**src/hw/rtl/upd_pkg.sv**
```systemverilog
// Package for the URI percent decoder: payload types, queue record, constants and helpers.
`timescale 1ns / 1ps

package upd_pkg;

    // Input request: one raw byte of the encoded string
    typedef struct packed {
        logic [7:0] char_in;
        logic       string_last;
    } t_in;

    // Output request: one result of the decoder
    typedef struct packed {
        logic [7:0] char_out;
        logic       char_present;
        logic       malformed;
        logic       run_end;
        logic       string_done;
    } t_out;

    // Work record handed from front to back: one to four results of one input byte
    typedef struct packed {
        logic [3:0][7:0] bytes;
        logic [1:0]      last_idx;
        logic            bad;
        logic            done;
    } t_rec;

    // Parser phase
    typedef enum logic [2:0] {
        PH_IDLE,
        PH_HEX1,
        PH_HEX2,
        PH_CPCT,
        PH_CHEX1,
        PH_CHEX2,
        PH_DRAIN
    } t_phase;

    localparam logic [7:0]  CH_PCT     = 8'h25;
    localparam logic [7:0]  LEAD2_LO   = 8'hC2;
    localparam logic [7:0]  LEAD2_HI   = 8'hDF;
    localparam logic [7:0]  LEAD3_LO   = 8'hE0;
    localparam logic [7:0]  LEAD3_HI   = 8'hEF;
    localparam logic [7:0]  LEAD4_LO   = 8'hF0;
    localparam logic [7:0]  LEAD4_HI   = 8'hF4;
    localparam logic [1:0]  CONT_TAG   = 2'b10;
    localparam logic [20:0] CP_MIN2    = 21'h00080;
    localparam logic [20:0] CP_MIN3    = 21'h00800;
    localparam logic [20:0] CP_MIN4    = 21'h10000;
    localparam logic [20:0] CP_MAX     = 21'h10FFFF;
    localparam logic [20:0] SURR_LO    = 21'h0D800;
    localparam logic [20:0] SURR_HI    = 21'h0DFFF;

    // Hex digit decode: {valid, nibble}
    function automatic logic [4:0] hex_nibble(input logic [7:0] c);
        logic [4:0] r;
        r = 5'd0;
        if (c inside {[8'h30:8'h39]}) begin
            r = {1'b1, c[3:0]};
        end else if (c inside {[8'h41:8'h46], [8'h61:8'h66]}) begin
            r = {1'b1, 4'(c[3:0] + 4'd9)};
        end
        return r;
    endfunction

    // Reserved set of the whole-URI mode: ; / ? : @ & = + $ , #
    function automatic logic is_reserved(input logic [7:0] b);
        return b inside {8'h3B, 8'h2F, 8'h3F, 8'h3A, 8'h40, 8'h26,
                         8'h3D, 8'h2B, 8'h24, 8'h2C, 8'h23};
    endfunction

    // Range check of a finished UTF-8 sequence
    function automatic logic seq_ok(input logic [7:0] lead, input logic [7:0] c0,
                                    input logic [7:0] c1, input logic [7:0] c2,
                                    input logic [1:0] needed);
        logic [20:0] cp;
        logic [20:0] cp_min;
        if (needed == 2'd1) begin
            cp     = {10'd0, lead[4:0], c0[5:0]};
            cp_min = CP_MIN2;
        end else if (needed == 2'd2) begin
            cp     = {5'd0, lead[3:0], c0[5:0], c1[5:0]};
            cp_min = CP_MIN3;
        end else begin
            cp     = {lead[2:0], c0[5:0], c1[5:0], c2[5:0]};
            cp_min = CP_MIN4;
        end
        return !((cp < cp_min) || (cp > CP_MAX) || ((cp >= SURR_LO) && (cp <= SURR_HI)));
    endfunction

endpackage

```
**src/hw/rtl/uri_percent_decoder.sv**
```systemverilog
// Top level of the URI percent decoder: front parser, record queue and result back end.
// Path: a byte's record is registered in the queue, each of its results again
// in the back end's output register. Throughput: one input byte per cycle; the back
// end gives one result per cycle unless the output stalls, with FIFO_DEPTH records
// buffered before the input stalls; a byte with N results holds the back end for all N.
// Reset: synchronous, active low; parser to idle, queue empty, keep_reserved cleared.
`timescale 1ns / 1ps

module uri_percent_decoder import upd_pkg::*; #(
    parameter int FIFO_DEPTH = 4
) (
    input  logic i_clk,
    input  logic i_rst_n,
    input  logic i_cfg_valid,
    output logic o_cfg_ready,
    input  logic i_cfg_data,
    input  logic i_in_valid,
    output logic o_in_stall,
    input  t_in  i_in_data,
    output logic o_out_valid,
    input  logic i_out_stall,
    output t_out o_out_data
);

    logic q_push, q_pop, q_empty, q_full;
    t_rec q_in, q_head;

    assign o_cfg_ready = 1'b1;
    assign o_in_stall  = q_full;

    // Parser
    upd_front u_front (
        .i_clk       (i_clk),
        .i_rst_n     (i_rst_n),
        .i_cfg_valid (i_cfg_valid),
        .i_cfg_data  (i_cfg_data),
        .i_in_valid  (i_in_valid),
        .i_in_data   (i_in_data),
        .i_q_full    (q_full),
        .o_push      (q_push),
        .o_rec       (q_in)
    );

    // Record queue
    upd_fifo #(
        .DEPTH (FIFO_DEPTH)
    ) u_fifo (
        .i_clk   (i_clk),
        .i_rst_n (i_rst_n),
        .i_push  (q_push),
        .i_rec   (q_in),
        .i_pop   (q_pop),
        .o_head  (q_head),
        .o_empty (q_empty),
        .o_full  (q_full)
    );

    // Result sequencer
    upd_back u_back (
        .i_clk       (i_clk),
        .i_rst_n     (i_rst_n),
        .i_head      (q_head),
        .i_empty     (q_empty),
        .o_pop       (q_pop),
        .o_out_valid (o_out_valid),
        .i_out_stall (i_out_stall),
        .o_out_data  (o_out_data)
    );

endmodule

```
**src/hw/rtl/upd_front.sv**
```systemverilog
// URI percent decoder front: escape parser, UTF-8 checker, 1 byte/cycle unless queue full.
`timescale 1ns / 1ps

module upd_front import upd_pkg::*; (
    input  logic i_clk,
    input  logic i_rst_n,
    input  logic i_cfg_valid,
    input  logic i_cfg_data,
    input  logic i_in_valid,
    input  t_in  i_in_data,
    input  logic i_q_full,
    output logic o_push,
    output t_rec o_rec
);

    t_phase     r_phase, n_phase;
    logic       r_keep_res;
    logic [7:0] r_first_hex, n_first_hex;
    logic [3:0] r_high_nib, n_high_nib;
    logic [7:0] r_lead, n_lead;
    logic [7:0] r_cont [3];
    logic [7:0] n_cont [3];
    logic [1:0] r_cont_needed, n_cont_needed;
    logic [1:0] r_cont_seen, n_cont_seen;

    logic       accept;
    logic [7:0] c;
    logic [4:0] hx;
    logic [7:0] b;
    logic       err;
    logic       drain;
    logic       rec_valid;
    t_rec       rec;

    assign accept = i_in_valid && !i_q_full;
    assign c      = i_in_data.char_in;
    assign hx     = hex_nibble(c);
    assign b      = {r_high_nib, hx[3:0]};

    // Parser: next state and the record of this byte
    always_comb begin
        n_phase       = r_phase;
        n_first_hex   = r_first_hex;
        n_high_nib    = r_high_nib;
        n_lead        = r_lead;
        n_cont        = r_cont;
        n_cont_needed = r_cont_needed;
        n_cont_seen   = r_cont_seen;
        err           = 1'b0;
        drain         = 1'b0;
        rec_valid     = 1'b0;
        rec           = '0;
        case (r_phase)
            PH_IDLE: begin
                if (c == CH_PCT) begin
                    n_phase = PH_HEX1;
                end else begin
                    rec_valid     = 1'b1;
                    rec.bytes[0]  = c;
                    rec.last_idx  = 2'd0;
                end
            end
            PH_HEX1: begin
                if (!hx[4]) begin
                    err = 1'b1;
                end else begin
                    n_first_hex = c;
                    n_high_nib  = hx[3:0];
                    n_phase     = PH_HEX2;
                end
            end
            PH_HEX2: begin
                if (!hx[4]) begin
                    err = 1'b1;
                end else if (!b[7]) begin
                    rec_valid = 1'b1;
                    if (r_keep_res && is_reserved(b)) begin
                        rec.bytes[0] = CH_PCT;
                        rec.bytes[1] = r_first_hex;
                        rec.bytes[2] = c;
                        rec.last_idx = 2'd2;
                    end else begin
                        rec.bytes[0] = b;
                        rec.last_idx = 2'd0;
                    end
                    n_phase = PH_IDLE;
                end else begin
                    if (b inside {[LEAD2_LO:LEAD2_HI]}) begin
                        n_cont_needed = 2'd1;
                    end else if (b inside {[LEAD3_LO:LEAD3_HI]}) begin
                        n_cont_needed = 2'd2;
                    end else if (b inside {[LEAD4_LO:LEAD4_HI]}) begin
                        n_cont_needed = 2'd3;
                    end else begin
                        err = 1'b1;
                    end
                    if (!err) begin
                        n_lead      = b;
                        n_cont_seen = 2'd0;
                        n_phase     = PH_CPCT;
                    end
                end
            end
            PH_CPCT: begin
                if (c == CH_PCT) begin
                    n_phase = PH_CHEX1;
                end else begin
                    err = 1'b1;
                end
            end
            PH_CHEX1: begin
                if (!hx[4]) begin
                    err = 1'b1;
                end else begin
                    n_high_nib = hx[3:0];
                    n_phase    = PH_CHEX2;
                end
            end
            PH_CHEX2: begin
                if (!hx[4] || (b[7:6] != CONT_TAG)) begin
                    err = 1'b1;
                end else begin
                    if (r_cont_seen != 2'd3) begin
                        n_cont[r_cont_seen] = b;
                    end
                    n_cont_seen = r_cont_seen + 2'd1;
                    if (n_cont_seen >= r_cont_needed) begin
                        if (!seq_ok(r_lead, n_cont[0], n_cont[1], n_cont[2], r_cont_needed)) begin
                            err = 1'b1;
                        end else begin
                            rec_valid    = 1'b1;
                            rec.bytes[0] = r_lead;
                            rec.bytes[1] = n_cont[0];
                            rec.bytes[2] = n_cont[1];
                            rec.bytes[3] = n_cont[2];
                            rec.last_idx = r_cont_needed;
                            n_phase      = PH_IDLE;
                        end
                    end else begin
                        n_phase = PH_CPCT;
                    end
                end
            end
            default: begin
                // dropping the rest of a malformed string
                drain = 1'b1;
                if (i_in_data.string_last) begin
                    n_phase = PH_IDLE;
                end
            end
        endcase

        // string ending inside an escape or sequence
        if (!drain && !err && i_in_data.string_last && (n_phase != PH_IDLE)) begin
            err = 1'b1;
        end
        if (err) begin
            rec_valid = 1'b1;
            rec       = '0;
            rec.bad   = 1'b1;
            n_phase   = i_in_data.string_last ? PH_IDLE : PH_DRAIN;
        end
        rec.done = i_in_data.string_last;
    end

    assign o_push = accept && rec_valid;
    assign o_rec  = rec;

    // Control state
    always_ff @(posedge i_clk) begin
        if (!i_rst_n) begin
            r_phase    <= PH_IDLE;
            r_keep_res <= 1'b0;
        end else begin
            if (accept) begin
                r_phase <= n_phase;
            end
            if (i_cfg_valid) begin
                r_keep_res <= i_cfg_data;
            end
        end
    end

    // Escape and sequence fields; written only while an escape is open
    always_ff @(posedge i_clk) begin
        if (!i_rst_n) begin
            r_cont_needed <= 2'd0;
            r_cont_seen   <= 2'd0;
        end else if (accept) begin
            r_cont_needed <= n_cont_needed;
            r_cont_seen   <= n_cont_seen;
        end
    end

    always_ff @(posedge i_clk) begin
        if (accept) begin
            r_first_hex <= n_first_hex;
            r_high_nib  <= n_high_nib;
            r_lead      <= n_lead;
            r_cont      <= n_cont;
        end
    end

endmodule

```
**src/hw/rtl/upd_fifo.sv**
```systemverilog
// Record queue between the front and back ends of the URI percent decoder.
`timescale 1ns / 1ps

module upd_fifo import upd_pkg::*; #(
    parameter int DEPTH = 4
) (
    input  logic i_clk,
    input  logic i_rst_n,
    input  logic i_push,
    input  t_rec i_rec,
    input  logic i_pop,
    output t_rec o_head,
    output logic o_empty,
    output logic o_full
);

    localparam int PW = (DEPTH > 1) ? $clog2(DEPTH) : 1;
    localparam int CW = $clog2(DEPTH + 1);

    t_rec          r_mem [DEPTH];
    logic [PW-1:0] r_wr_ptr, r_rd_ptr;
    logic [CW-1:0] r_count;
    logic          do_push, do_pop;

    assign o_empty = (r_count == CW'(0));
    assign o_full  = (r_count == CW'(DEPTH));
    assign do_push = i_push && !o_full;
    assign do_pop  = i_pop && !o_empty;
    assign o_head  = r_mem[r_rd_ptr];

    // Storage
    always_ff @(posedge i_clk) begin
        if (do_push) begin
            r_mem[r_wr_ptr] <= i_rec;
        end
    end

    // Pointers and fill count
    always_ff @(posedge i_clk) begin
        if (!i_rst_n) begin
            r_wr_ptr <= '0;
            r_rd_ptr <= '0;
            r_count  <= '0;
        end else begin
            if (do_push) begin
                r_wr_ptr <= (r_wr_ptr == PW'(DEPTH - 1)) ? '0 : r_wr_ptr + PW'(1);
            end
            if (do_pop) begin
                r_rd_ptr <= (r_rd_ptr == PW'(DEPTH - 1)) ? '0 : r_rd_ptr + PW'(1);
            end
            if (do_push && !do_pop) begin
                r_count <= r_count + CW'(1);
            end else if (do_pop && !do_push) begin
                r_count <= r_count - CW'(1);
            end
        end
    end

endmodule

```
**src/hw/rtl/upd_back.sv**
```systemverilog
// Back end of the URI percent decoder: unpacks records into single results.
`timescale 1ns / 1ps

module upd_back import upd_pkg::*; (
    input  logic i_clk,
    input  logic i_rst_n,
    input  t_rec i_head,
    input  logic i_empty,
    output logic o_pop,
    output logic o_out_valid,
    input  logic i_out_stall,
    output t_out o_out_data
);

    logic [1:0] r_idx;
    logic       r_valid;
    t_out       r_out, n_out;
    logic       adv;
    logic       take;
    logic       at_end;

    assign adv    = !r_valid || !i_out_stall;
    assign take   = adv && !i_empty;
    assign at_end = (r_idx == i_head.last_idx);
    assign o_pop  = take && at_end;

    // Result from the current slot of the head record
    always_comb begin
        n_out              = '0;
        n_out.char_out     = i_head.bad ? 8'd0 : i_head.bytes[r_idx];
        n_out.char_present = !i_head.bad;
        n_out.malformed    = i_head.bad;
        n_out.run_end      = at_end;
        n_out.string_done  = at_end && i_head.done;
    end

    // Slot index and output valid
    always_ff @(posedge i_clk) begin
        if (!i_rst_n) begin
            r_idx   <= 2'd0;
            r_valid <= 1'b0;
        end else if (adv) begin
            r_valid <= !i_empty;
            if (take) begin
                r_idx <= at_end ? 2'd0 : r_idx + 2'd1;
            end
        end
    end

    // Output register
    always_ff @(posedge i_clk) begin
        if (take) begin
            r_out <= n_out;
        end
    end

    assign o_out_valid = r_valid;
    assign o_out_data  = r_out;

endmodule
```
**config.mk**
```make
export PLATFORM = sky130hd
export DESIGN_NAME = uri_percent_decoder
export DESIGN_NICKNAME = d
export VERILOG_FILES = /design/src/hw/rtl/upd_pkg.sv /design/src/hw/rtl/uri_percent_decoder.sv /design/src/hw/rtl/upd_front.sv /design/src/hw/rtl/upd_fifo.sv /design/src/hw/rtl/upd_back.sv
export SDC_FILE = /design/constraint.sdc
export NUM_CORES = 1
export LEC_CHECK = 0
export BUFFER_PORTS_ARGS = -buffer_cell sky130_fd_sc_hd__buf_2
export CORE_ASPECT_RATIO = 1.1
export CORE_MARGIN = 4
export CORE_UTILIZATION = 56
export CTS_CLUSTER_DIAMETER = 50
export DETAILED_ROUTE_END_ITERATION = 10
export GPL_TIMING_DRIVEN = 0
export PLACE_DENSITY = 0.76
export SYNTH_ARGS = -nofsm -noshare
export SYNTH_HDL_FRONTEND = slang
export SYNTH_SLANG_ARGS = --single-unit
```
**constraint.sdc**
```tcl
create_clock -name i_clk -period 4.5 [get_ports i_clk]
set_clock_uncertainty 0.1 [all_clocks]
set_input_delay 0.9 -clock i_clk [delete_from_list [all_inputs] [get_ports i_clk]]
set_output_delay 0.9 -clock i_clk [all_outputs]
set_load 0.05 [all_outputs]
```
After elaboration in Yosys (flattened, before gate mapping):

Memory sizes are Yosys's and may differ from the RTL's. A register that Yosys moved wholly into a read port is not among the register bits.
Cells that the tools add are included.
W data, S select, Z words.

* memories kept: 1
* bits in writable memories: 144
* output and inout bits: 15
* register bits after elaboration: 73

* magnitude comparators: 20
* mux-type cells: 83
* reductions and logical operators: 51
* bitwise operators: 3
* eq/ne operators: 29
* $add $sub $neg: 7

Memories
* u_fifo.r_mem: words 4, bits a word 36, read ports 1, clocked after memory_dff 1, write ports 1, line upd_fifo.sv:20 `t_rec r_mem [DEPTH];`

Operator list (count)
* $mux W21: 9
* $mux W34: 3
* $eq A8 B6 Y1 const B: 11
* $mux W26: 2
* $mux W3: 15
* $mux W36: 1
* $pmux W16 S2: 1
* $pmux W10 S3: 1
* $bwmux W24: 1
* $ge A8 B8 Y1 const B: 3
* $le A8 B8 Y1 const B: 3
* $mux W2: 12
* $mux W24: 1
* $mux W8: 3
* $mux W1: 22
* $ge A21 B16 Y1 const B: 1
* $gt A21 B21 Y1 const B: 1
* $le A21 B16 Y1 const B: 1
* $logic_and A1 B1 Y1: 21
* $lt A21 B21 Y1: 1
* $pmux W3 S6: 1
* $mux W17: 1
* $bmux W8 S2: 1
* $demux W8 S2: 1
* 42 further kinds: 76

Logic depth before layout (Yosys ltp):

Gate-level depths: netlist (run 1).

* depth in word-level cells: 31
* depth in mapped cells: 20
* gate-level depth less buffers: 20

Modules after synthesis:

From an unflattened synthesis (run 1), not the netlist that was laid out.

* cell total of the unflattened synthesis: 667
* area, all modules: 10119.7 µm²

Modules (own cells, without submodules)
* upd_fifo: instances 1, area an instance 5729.2 µm², cells an instance 239
* upd_front: instances 1, area an instance 3588.4 µm², cells an instance 374
* upd_back: instances 1, area an instance 790.8 µm², cells an instance 52
* uri_percent_decoder: instances 1, area an instance 11.3 µm², cells an instance 2

Least setup slack after synthesis (run 1):

No wires, ideal clock.

* kind: input-to-reg
* from: input i_in_data[1] in the netlist's numbering
* to: register u_fifo.r_count[2]
* required time: 4.324 ns
* arrival time: 4.663 ns
* path slack: -0.338 ns
* stages on the path: 18
* cells stage by stage: clkbuf_1 > inv_1 > ha_1 > o21bai_1 > a21oi_4 > a21oi_2 > buf_6 > o31ai_1 > a311oi_2 > nor3_2 > or3_4 > a31oi_4 > ha_1 > inv_1 > fa_1 > xor2_1 > or3_1 > a21boi_0

* cells in the longest elaborated chain, start to end: 30
* elaborated cells between the ends (all ways): 83
* those cells by class: add/sub (1); order compare (16); eq/ne (1); mux (42); reduce/logical (23)

RTL lines
* from (decl): line uri_percent_decoder.sv:19 `input t_in i_in_data,`
* $ge A8 B7 Y1 / $le A8 B7 Y1 (equally long branches): line upd_pkg.sv:61 `end else if (c inside {[8'h41:8'h46], [8'h61:8'h66]}) begin`
* $logic_and A1 B1 Y1: line upd_pkg.sv:61
* $reduce_bool A2 Y1: line upd_pkg.sv:61
* $mux W5: line upd_pkg.sv:61
* $mux W5: line upd_pkg.sv:59 `if (c inside {[8'h30:8'h39]}) begin`
* $bwmux W24: line upd_front.sv:124 `n_cont[r_cont_seen] = b;`
* $mux W24: line upd_front.sv:123 `if (r_cont_seen != 2'd3) begin`
* $mux W21: line upd_pkg.sv:82 `end else if (needed == 2'd2) begin`
* [15 not listed]
* $mux W1: line upd_front.sv:154 `if (!drain && !err && i_in_data.string_last && (n_phase != PH_IDLE)) begin`
* $mux W1 (*): line upd_front.sv:157 `if (err) begin`
* $logic_and A1 B1 Y1 (*): line upd_front.sv:166 `assign o_push = accept && rec_valid;`
* $logic_and A1 B1 Y1 (*): line upd_fifo.sv:27 `assign do_push = i_push && !o_full;`
* net u_fifo.do_push: line upd_fifo.sv:23 `logic do_push, do_pop;`
* $logic_not A1 Y1: line upd_fifo.sv:53 `end else if (do_pop && !do_push) begin`
* $logic_and A1 B1 Y1: line upd_fifo.sv:53
* $reduce_bool A2 Y1 (no line)
* to (signal assigned): line upd_fifo.sv:52 `r_count <= r_count + CW'(1);`
* to (signal assigned): line upd_fifo.sv:54 `r_count <= r_count - CW'(1);`
* to (decl): line upd_fifo.sv:22 `logic [CW-1:0] r_count;`

Mark *: on every way through the listed nets, which the timed path passes. The rest lies on a longest branch. The select of a mux whose other input is x is not followed.
A chain may end at the register's enable or synchronous reset.

Worst setup path after layout (run 1):

* from: input i_in_data[5] in the netlist's numbering
* to: register u_fifo.r_count[2]

Same word-level chain as after synthesis.

==> results of run 1 <==
per-layer routing:
metal / part of all wire (%) / wire, um / vias to the layer above
met5: 0 / 0 / -
met4: 3.7 / 852 / 0
met3: 6.5 / 1496 / 70
met2: 51 / 11720 / 274
met1: 39 / 9080 / 3151
li1: - / - / 2802
sequential cells by signal (all words and copies together), names as in the netlist, named ones only:
register / flops
u_fifo.r_wr_ptr: 2
u_fifo.r_rd_ptr: 2
u_front.r_cont: 24
u_front.r_cont_needed: 2
u_front.r_high_nib: 4
u_back.o_out_data: 12
u_front.r_cont_seen: 2
u_fifo.r_count: 3
u_front.r_lead: 7
u_back.o_out_valid: 1
u_front.r_first_hex: 8
u_front.r_phase: 3
u_back.r_idx: 2
u_front.r_keep_res: 1
u_fifo.r_mem: 144
worst paths after layout:
check	from	end	slack, ns	cells after the start
worst min register to register	u_front.r_high_nib[1]	u_front.r_lead[5]	0.36	0
worst min-delay path	u_front.r_high_nib[1]	u_front.r_lead[5]	0.36	0
worst max-delay path	i_in_data[5]	u_fifo.r_count[2]	-0.01	16
worst max register to register	u_front.r_cont_seen[0]	u_fifo.r_count[2]	0.04	17
layout make-up:
type	instances	area (um2)
clock inverter	12	72.57
timing repair buffer	38	225.2
clock buffer	31	648.1
fill	1270	6137
buffer	35	157.7
sequential	219	6379
tap	238	297.8
inverter	28	110.1
multi-input combinational	402	3649
what timing repair did:
item | in CTS | in global routing
resized for setup | 17 | 11
buffers inserted | 9 | 0
setup endpoints to repair | 151 | 146
pin swaps | 8 | 2
through the flow:
step                setup TNS (ns)  power, uW  worst slack, ns
floorplan                 -0.04917       3775         -0.04917
global placement           -141.95       4103           -1.301
CTS                              0       5975          0.04029
detailed placement         -121.60       4172          -0.9135
finish                    -0.01394       5939         -0.01394
global route                -17.77       6207          -0.1693
critical path: stages:
cell	delay (ns)
buf_2	0.16
or4b_4	0.59
a21oi_2	0.17
a21oi_2	0.11
buf_6	0.17
or3_4	0.41
a211oi_4	0.29
nor3_4	0.11
or3_4	0.40
a31oi_4	0.28
ha_4	0.19
inv_1	0.06
fa_2	0.38
xor2_1	0.18
or3_1	0.31
a21boi_1	0.14
power groups by stage:
stage | combinational (uW) | clock, uW | sequential (uW)
after floorplan | 916 | 0 | 2860
after global placement | 1450 | 0 | 2650
after detailed placement | 1500 | 0 | 2670
after CTS | 1530 | 1810 | 2630
after global routing | 1640 | 1920 | 2650
final | 1520 | 1790 | 2630
logic make-up (layout without fill, tap and decap cells):
group | after synthesis | count (layout)
flip-flops | 219 | 219
other | 1 | 1
AO/OA/AOI/OAI | 132 | 132
adder cells (fa/ha/maj) | 21 | 21
XOR/XNOR | 5 | 5
buffers and inverters | 63 | 144
multiplexers | 62 | 62
AND/OR/NAND/NOR | 181 | 181
synth_stat cells, types with 3 or more instances:
cell type / count / share of area, %
nand3_1: 10 / 0.50
and3_1: 4 / 0.25
nor4_1: 3 / 0.19
mux4_2: 44 / 9.8
a21boi_0: 3 / 0.22
nor3b_1: 6 / 0.45
o31ai_1: 3 / 0.22
o21a_1: 4 / 0.30
nor4bb_1: 4 / 0.40
nor2b_1: 8 / 0.50
nor3_1: 14 / 0.69
mux2i_1: 13 / 1.3
inv_1: 27 / 1.0
mux2_2: 5 / 0.56
buf_2: 3 / 0.15
o2111ai_1: 4 / 0.35
buf_1: 4 / 0.15
nand2_1: 54 / 2.0
a221o_1: 4 / 0.40
ha_1: 20 / 2.5
a21oi_1: 22 / 1.1
a22o_1: 12 / 1.0
dfxtp_1: 20 / 4.0
o21ai_1: 9 / 0.45
clkbuf_1: 25 / 0.93
nor2_1: 24 / 0.89
and2_1: 25 / 1.6
nand2b_1: 7 / 0.43
o21ai_0: 26 / 1.3
a211oi_1: 3 / 0.22
edfxtp_1: 199 / 59
a21boi_1: 3 / 0.22
or3_1: 7 / 0.43
xnor2_1: 4 / 0.35
a21o_1: 4 / 0.30
==> metrics.txt, run 1 <==
DP Area 10630 um2; post-synthesis sequential area ratio 63.20%; global-route wire length before repair 36580 um; Final Cycle Share 100.3%; initial antenna violation count 0; Final nets 784; GRT Total Usage 23.78%; die area 20230 um2; drt first pass iters 5; largest family of logic cells by synthesized area multiplexers; TritonCTS buffer count 24; Main synth FF type edfxtp_1; ant diodes 0; nature of the critical path startpoint primary input; die width 136.0 um; vias in the first global route 6474; final core utilization 65.28%; CTS tree yes; M2 GR Usage 40.41%; Int Pwr 4170 uW; Hold Crit Class reg -> reg; Max Freq 221.5 MHz; WP data arrival 4.85 ns; syn nets 720; number of I/O port buffers 27; outcome complete, but fails checks; clk sink count 219; EDFF count, synth 199; Yosys reg bits 219; share of cells above drive strength 1 23.14%; clock slew at reported path FFs 0.07 ns; Tmin final 4.514 ns; Synth Area in XOR/XNOR 0.4341%; maximum VDD drop 303.9 uV; Slew Limit Fails 0; Crit. End Element flip-flop; Via density 6.278; total of max-cap violations 0; post-synthesis mux area share 11.67%; leading cell type in the layout, fill and taps excluded edfxtp_1; largest net degree at the start of global routing 37; most frequent cells in the layout 199 x edfxtp_1, 54 x nand2_1, 44 x mux4_2, 30 x buf_2, 29 x clkbuf_1; drt drc 0; slew margin rel. 11.51%; final worst setup slack -0.01394 ns; Synth Area in Adders 2.679%; GRT Max-Usage Layer met2; Hold Slack 0.3602 ns; sequential cell fraction of total power 44.3%; Required @ worst endpoint 4.84 ns; Die Y 148.8 um; combinational share of power 25.5%; Post-CTS Hold Buffers 0; synthesized area 10090 um2; Finished Cell Area 11540 um2; Detail Route Antenna Nets 0; failing checks negative setup slack; Synth Instances 684; WS Path Type in -> reg; Row Count 51; Final Non-Filler Cells 1003; Post-Synth Simple-Gate Area 9.637%; Clk network pwr share 30.2%; CTS Root Cell clkbuf_16; starting DRC count in detailed routing 639; CTS H-Tree Depth 1; Synth Warn # 0; Cell variety after synth 81; Final Hold Viols 0; met1 Track Usage GR 31.02%; unrepaired setup endpoints after global routing yes; sw frac 29.79%; Post-synth ARST share 0%; Synth-to-Final Area Change 14.37%; Psw 1769 uW; leakage 0.003814 uW; DR vias 6297; Ports 30; remaining global-route overflow 0; Max Buffers Root-to-Sink 3; Initial Utilization 57.08%; area of the core 17680 um2; GR Layer Usage met3 4.015%; Routed WL per cell 23.08 um; worst-margin pin slew 1.317 ns; Syn Area/Cell 14.75 um2; dpl cells 951; # setup viols final 1; Synth Area in Compound Gates 9.810%; clk_lat worst skew 0.51 ns; final wirelength 23150 um; PD cells 514.7 nW/um2; RD Place Congestion 0.9554; CP Max Fanout 10; dpl hpwl 15840 um
Note: power is estimated with default switching activity, not from simulation.
==> run 2, diff against run 1 <==
CORE_UTILIZATION = 58   (was 56)
CTS_BUF_LIST = sky130_fd_sc_hd__clkbuf_4 sky130_fd_sc_hd__clkbuf_8   (was default)
HOLD_SLACK_MARGIN = 0.08   (was default)
PLACE_DENSITY = 0.78   (was 0.76)
==> run 2 against run 1 <==
Compared with the run above:
- highest routed layer unchanged
- global-route usage grew 0.73 points
- non-clock buffer count grew 1
- largest power group unchanged
- die area shrank 3.3%
- largest cell class unchanged
- sequential power is essentially flat
- the flow still finishes with violations (negative setup slack)
- cell count grew 2.0%
- core utilization grew 2.3 points
- critical endpoint unchanged
- clock power shrank 2%
==> metrics.txt, run 2 (same netlist as run 1, synthesis figures left out) <==
clk_lat worst skew 0.52 ns; dpl hpwl 16310 um; WS Path Type in -> reg; final worst setup slack -0.02249 ns; Required @ worst endpoint 4.84 ns; GRT Total Usage 24.52%; Worst Setup EP u_fifo.r_count[2]; Overall Power 5904 uW; capturing point of the worst reg2reg path u_fifo.r_count[2]; Detail Route Antenna Nets 0; dpl cells 947; most frequent cells in the layout 199 x edfxtp_1, 54 x nand2_1, 44 x mux4_2, 39 x clkbuf_8, 30 x buf_2; Psw 1792 uW; setup TNS -0.02249 ns; Final nets 797; CTS H-Tree Depth 2; CTS Root Cell clkbuf_8; leading cell type in the layout, fill and taps excluded edfxtp_1; die area 19570 um2; largest net degree at the start of global routing 37; Largest register FFs 144; Clk network pwr share 29.6%; Critical Path Most Common Cell or3_1; Row Count 50; Final Non-Filler Cells 1023; WP data arrival 4.86 ns; worst-margin pin slew 1.169 ns; number of I/O port buffers 27; clk sink count 219; TritonCTS buffer count 36; slowest CP cell a2111oi_1; vias in the first global route 6598; ant diodes 0; area of the core 17080 um2; total of max-cap violations 0; CTS tree yes; failing checks negative setup slack; Initial Utilization 59.07%; Ports 30; Hold Crit Class reg -> reg; sw frac 30.35%; drt first pass iters 6; RR Startpoint u_front.r_cont_seen[0]; # setup viols final 1; sequential cell fraction of total power 44.6%; nature of the critical path startpoint primary input; maximum VDD drop 240.2 uV; drt drc 0; outcome complete, but fails checks; Largest Register u_fifo.r_mem; clock slew at reported path FFs 0.06 ns; Hold Slack 0.3784 ns; Post-CTS Hold Buffers 0; R2R setup slack -0.01 ns; Final Cycle Share 100.5%; initial antenna violation count 0; Largest stage delay, worst path 0.70 ns; Die Y 146.3 um; CP Max Fanout 9; Int Pwr 4112 uW; final core utilization 67.62%; remaining global-route overflow 0; critical path, cell by cell buf_2, clkbuf_4, inv_4, ha_4, nor2_1, a21oi_1, a2bb2oi_2, o21bai_1, a2111oi_1, or3_1, a221oi_4, a31oi_4, ha_2, inv_1, fa_2, xor2_1, or3_1, a21boi_2; Via density 6.227; PD cells 511.2 nW/um2; Synth-to-Final Area Change 14.47%; R2R cell count 20; Max Freq 221.1 MHz; Tmin final 4.522 ns; unrepaired setup endpoints after global routing yes; Final Hold Viols 0; share of cells above drive strength 1 25.98%; Routed WL per cell 23.07 um; combinational share of power 25.8%; worst path buffer plus inverter count 4; global-route wire length before repair 36860 um; Slew Limit Fails 0; DR vias 6370; leakage 0.003849 uW; RD Place Congestion 0.9463; WP depth 18; Max Buffers Root-to-Sink 3; Crit. End Element flip-flop; final wirelength 23600 um; Crit path max-delay family compound AO/OA/AOI/OAI gates; starting DRC count in detailed routing 617; Crit. Startpoint i_in_data[2]; die width 133.8 um; slew margin rel. 21.36%
## run 2: final cells by class
cell class                      instances  area (um2)
Buffer                                 35       165.2
Clock buffer                           52       628.1
Clock inverter                         14       106.4
Fill cell                            1164        5530
Inverter                               28       110.1
Multi-Input combinational cell        402        3632
Sequential cell                       219        6381
Tap cell                              234       292.8
Timing Repair Buffer                   39       232.7
## run 2: repair_timing
action	CTS	global route
endpoints found under the setup margin	155	145
buffers inserted	10	0
gates resized for setup	23	7
pin swaps	8	1
## run 2: power groups by stage
| stage | Combinational, uW | Clock [uW] | Sequential [uW] |
|---|---|---|---|
| floorplan | 916 | 0 | 2860 |
| global placement | 1450 | 0 | 2650 |
| detailed placement | 1520 | 0 | 2680 |
| CTS | 1540 | 1780 | 2630 |
| global route | 1630 | 1880 | 2650 |
| finish | 1520 | 1750 | 2630 |
## run 2: how the worst min path moves through the flow
stage | startpoint | end | slack, ns | cells past startpoint
floorplan | u_front.r_high_nib[1] | u_front.r_lead[5] | 0.32 | 0
global placement | u_front.r_high_nib[1] | u_front.r_lead[5] | 0.34 | 0
detailed placement | u_front.r_high_nib[1] | u_front.r_lead[5] | 0.35 | 0
CTS | u_front.r_high_nib[1] | u_front.r_lead[5] | 0.36 | 0
global route | u_front.r_high_nib[1] | u_front.r_lead[5] | 0.37 | 0
finish | u_front.r_high_nib[1] | u_front.r_lead[5] | 0.38 | 0
## run 2: metrics by stage
stage / cell area, um2 / setup WS (ns)
floorplan: 10160 / -0.04917
global placement: 10590 / -1.303
detailed placement: 10620 / -1.097
CTS: 11530 / 0.01019
global route: 11550 / -0.1593
finish: 11550 / -0.02249
## run 2: routing by layer
metal	part of all wire, %	vias up	global-route usage (%)
met5	0	-	0
met4	3.2	0	8.745
met3	6.6	62	4.686
met2	51	281	41.66
met1	39	3189	31.75
li1	-	2838	-
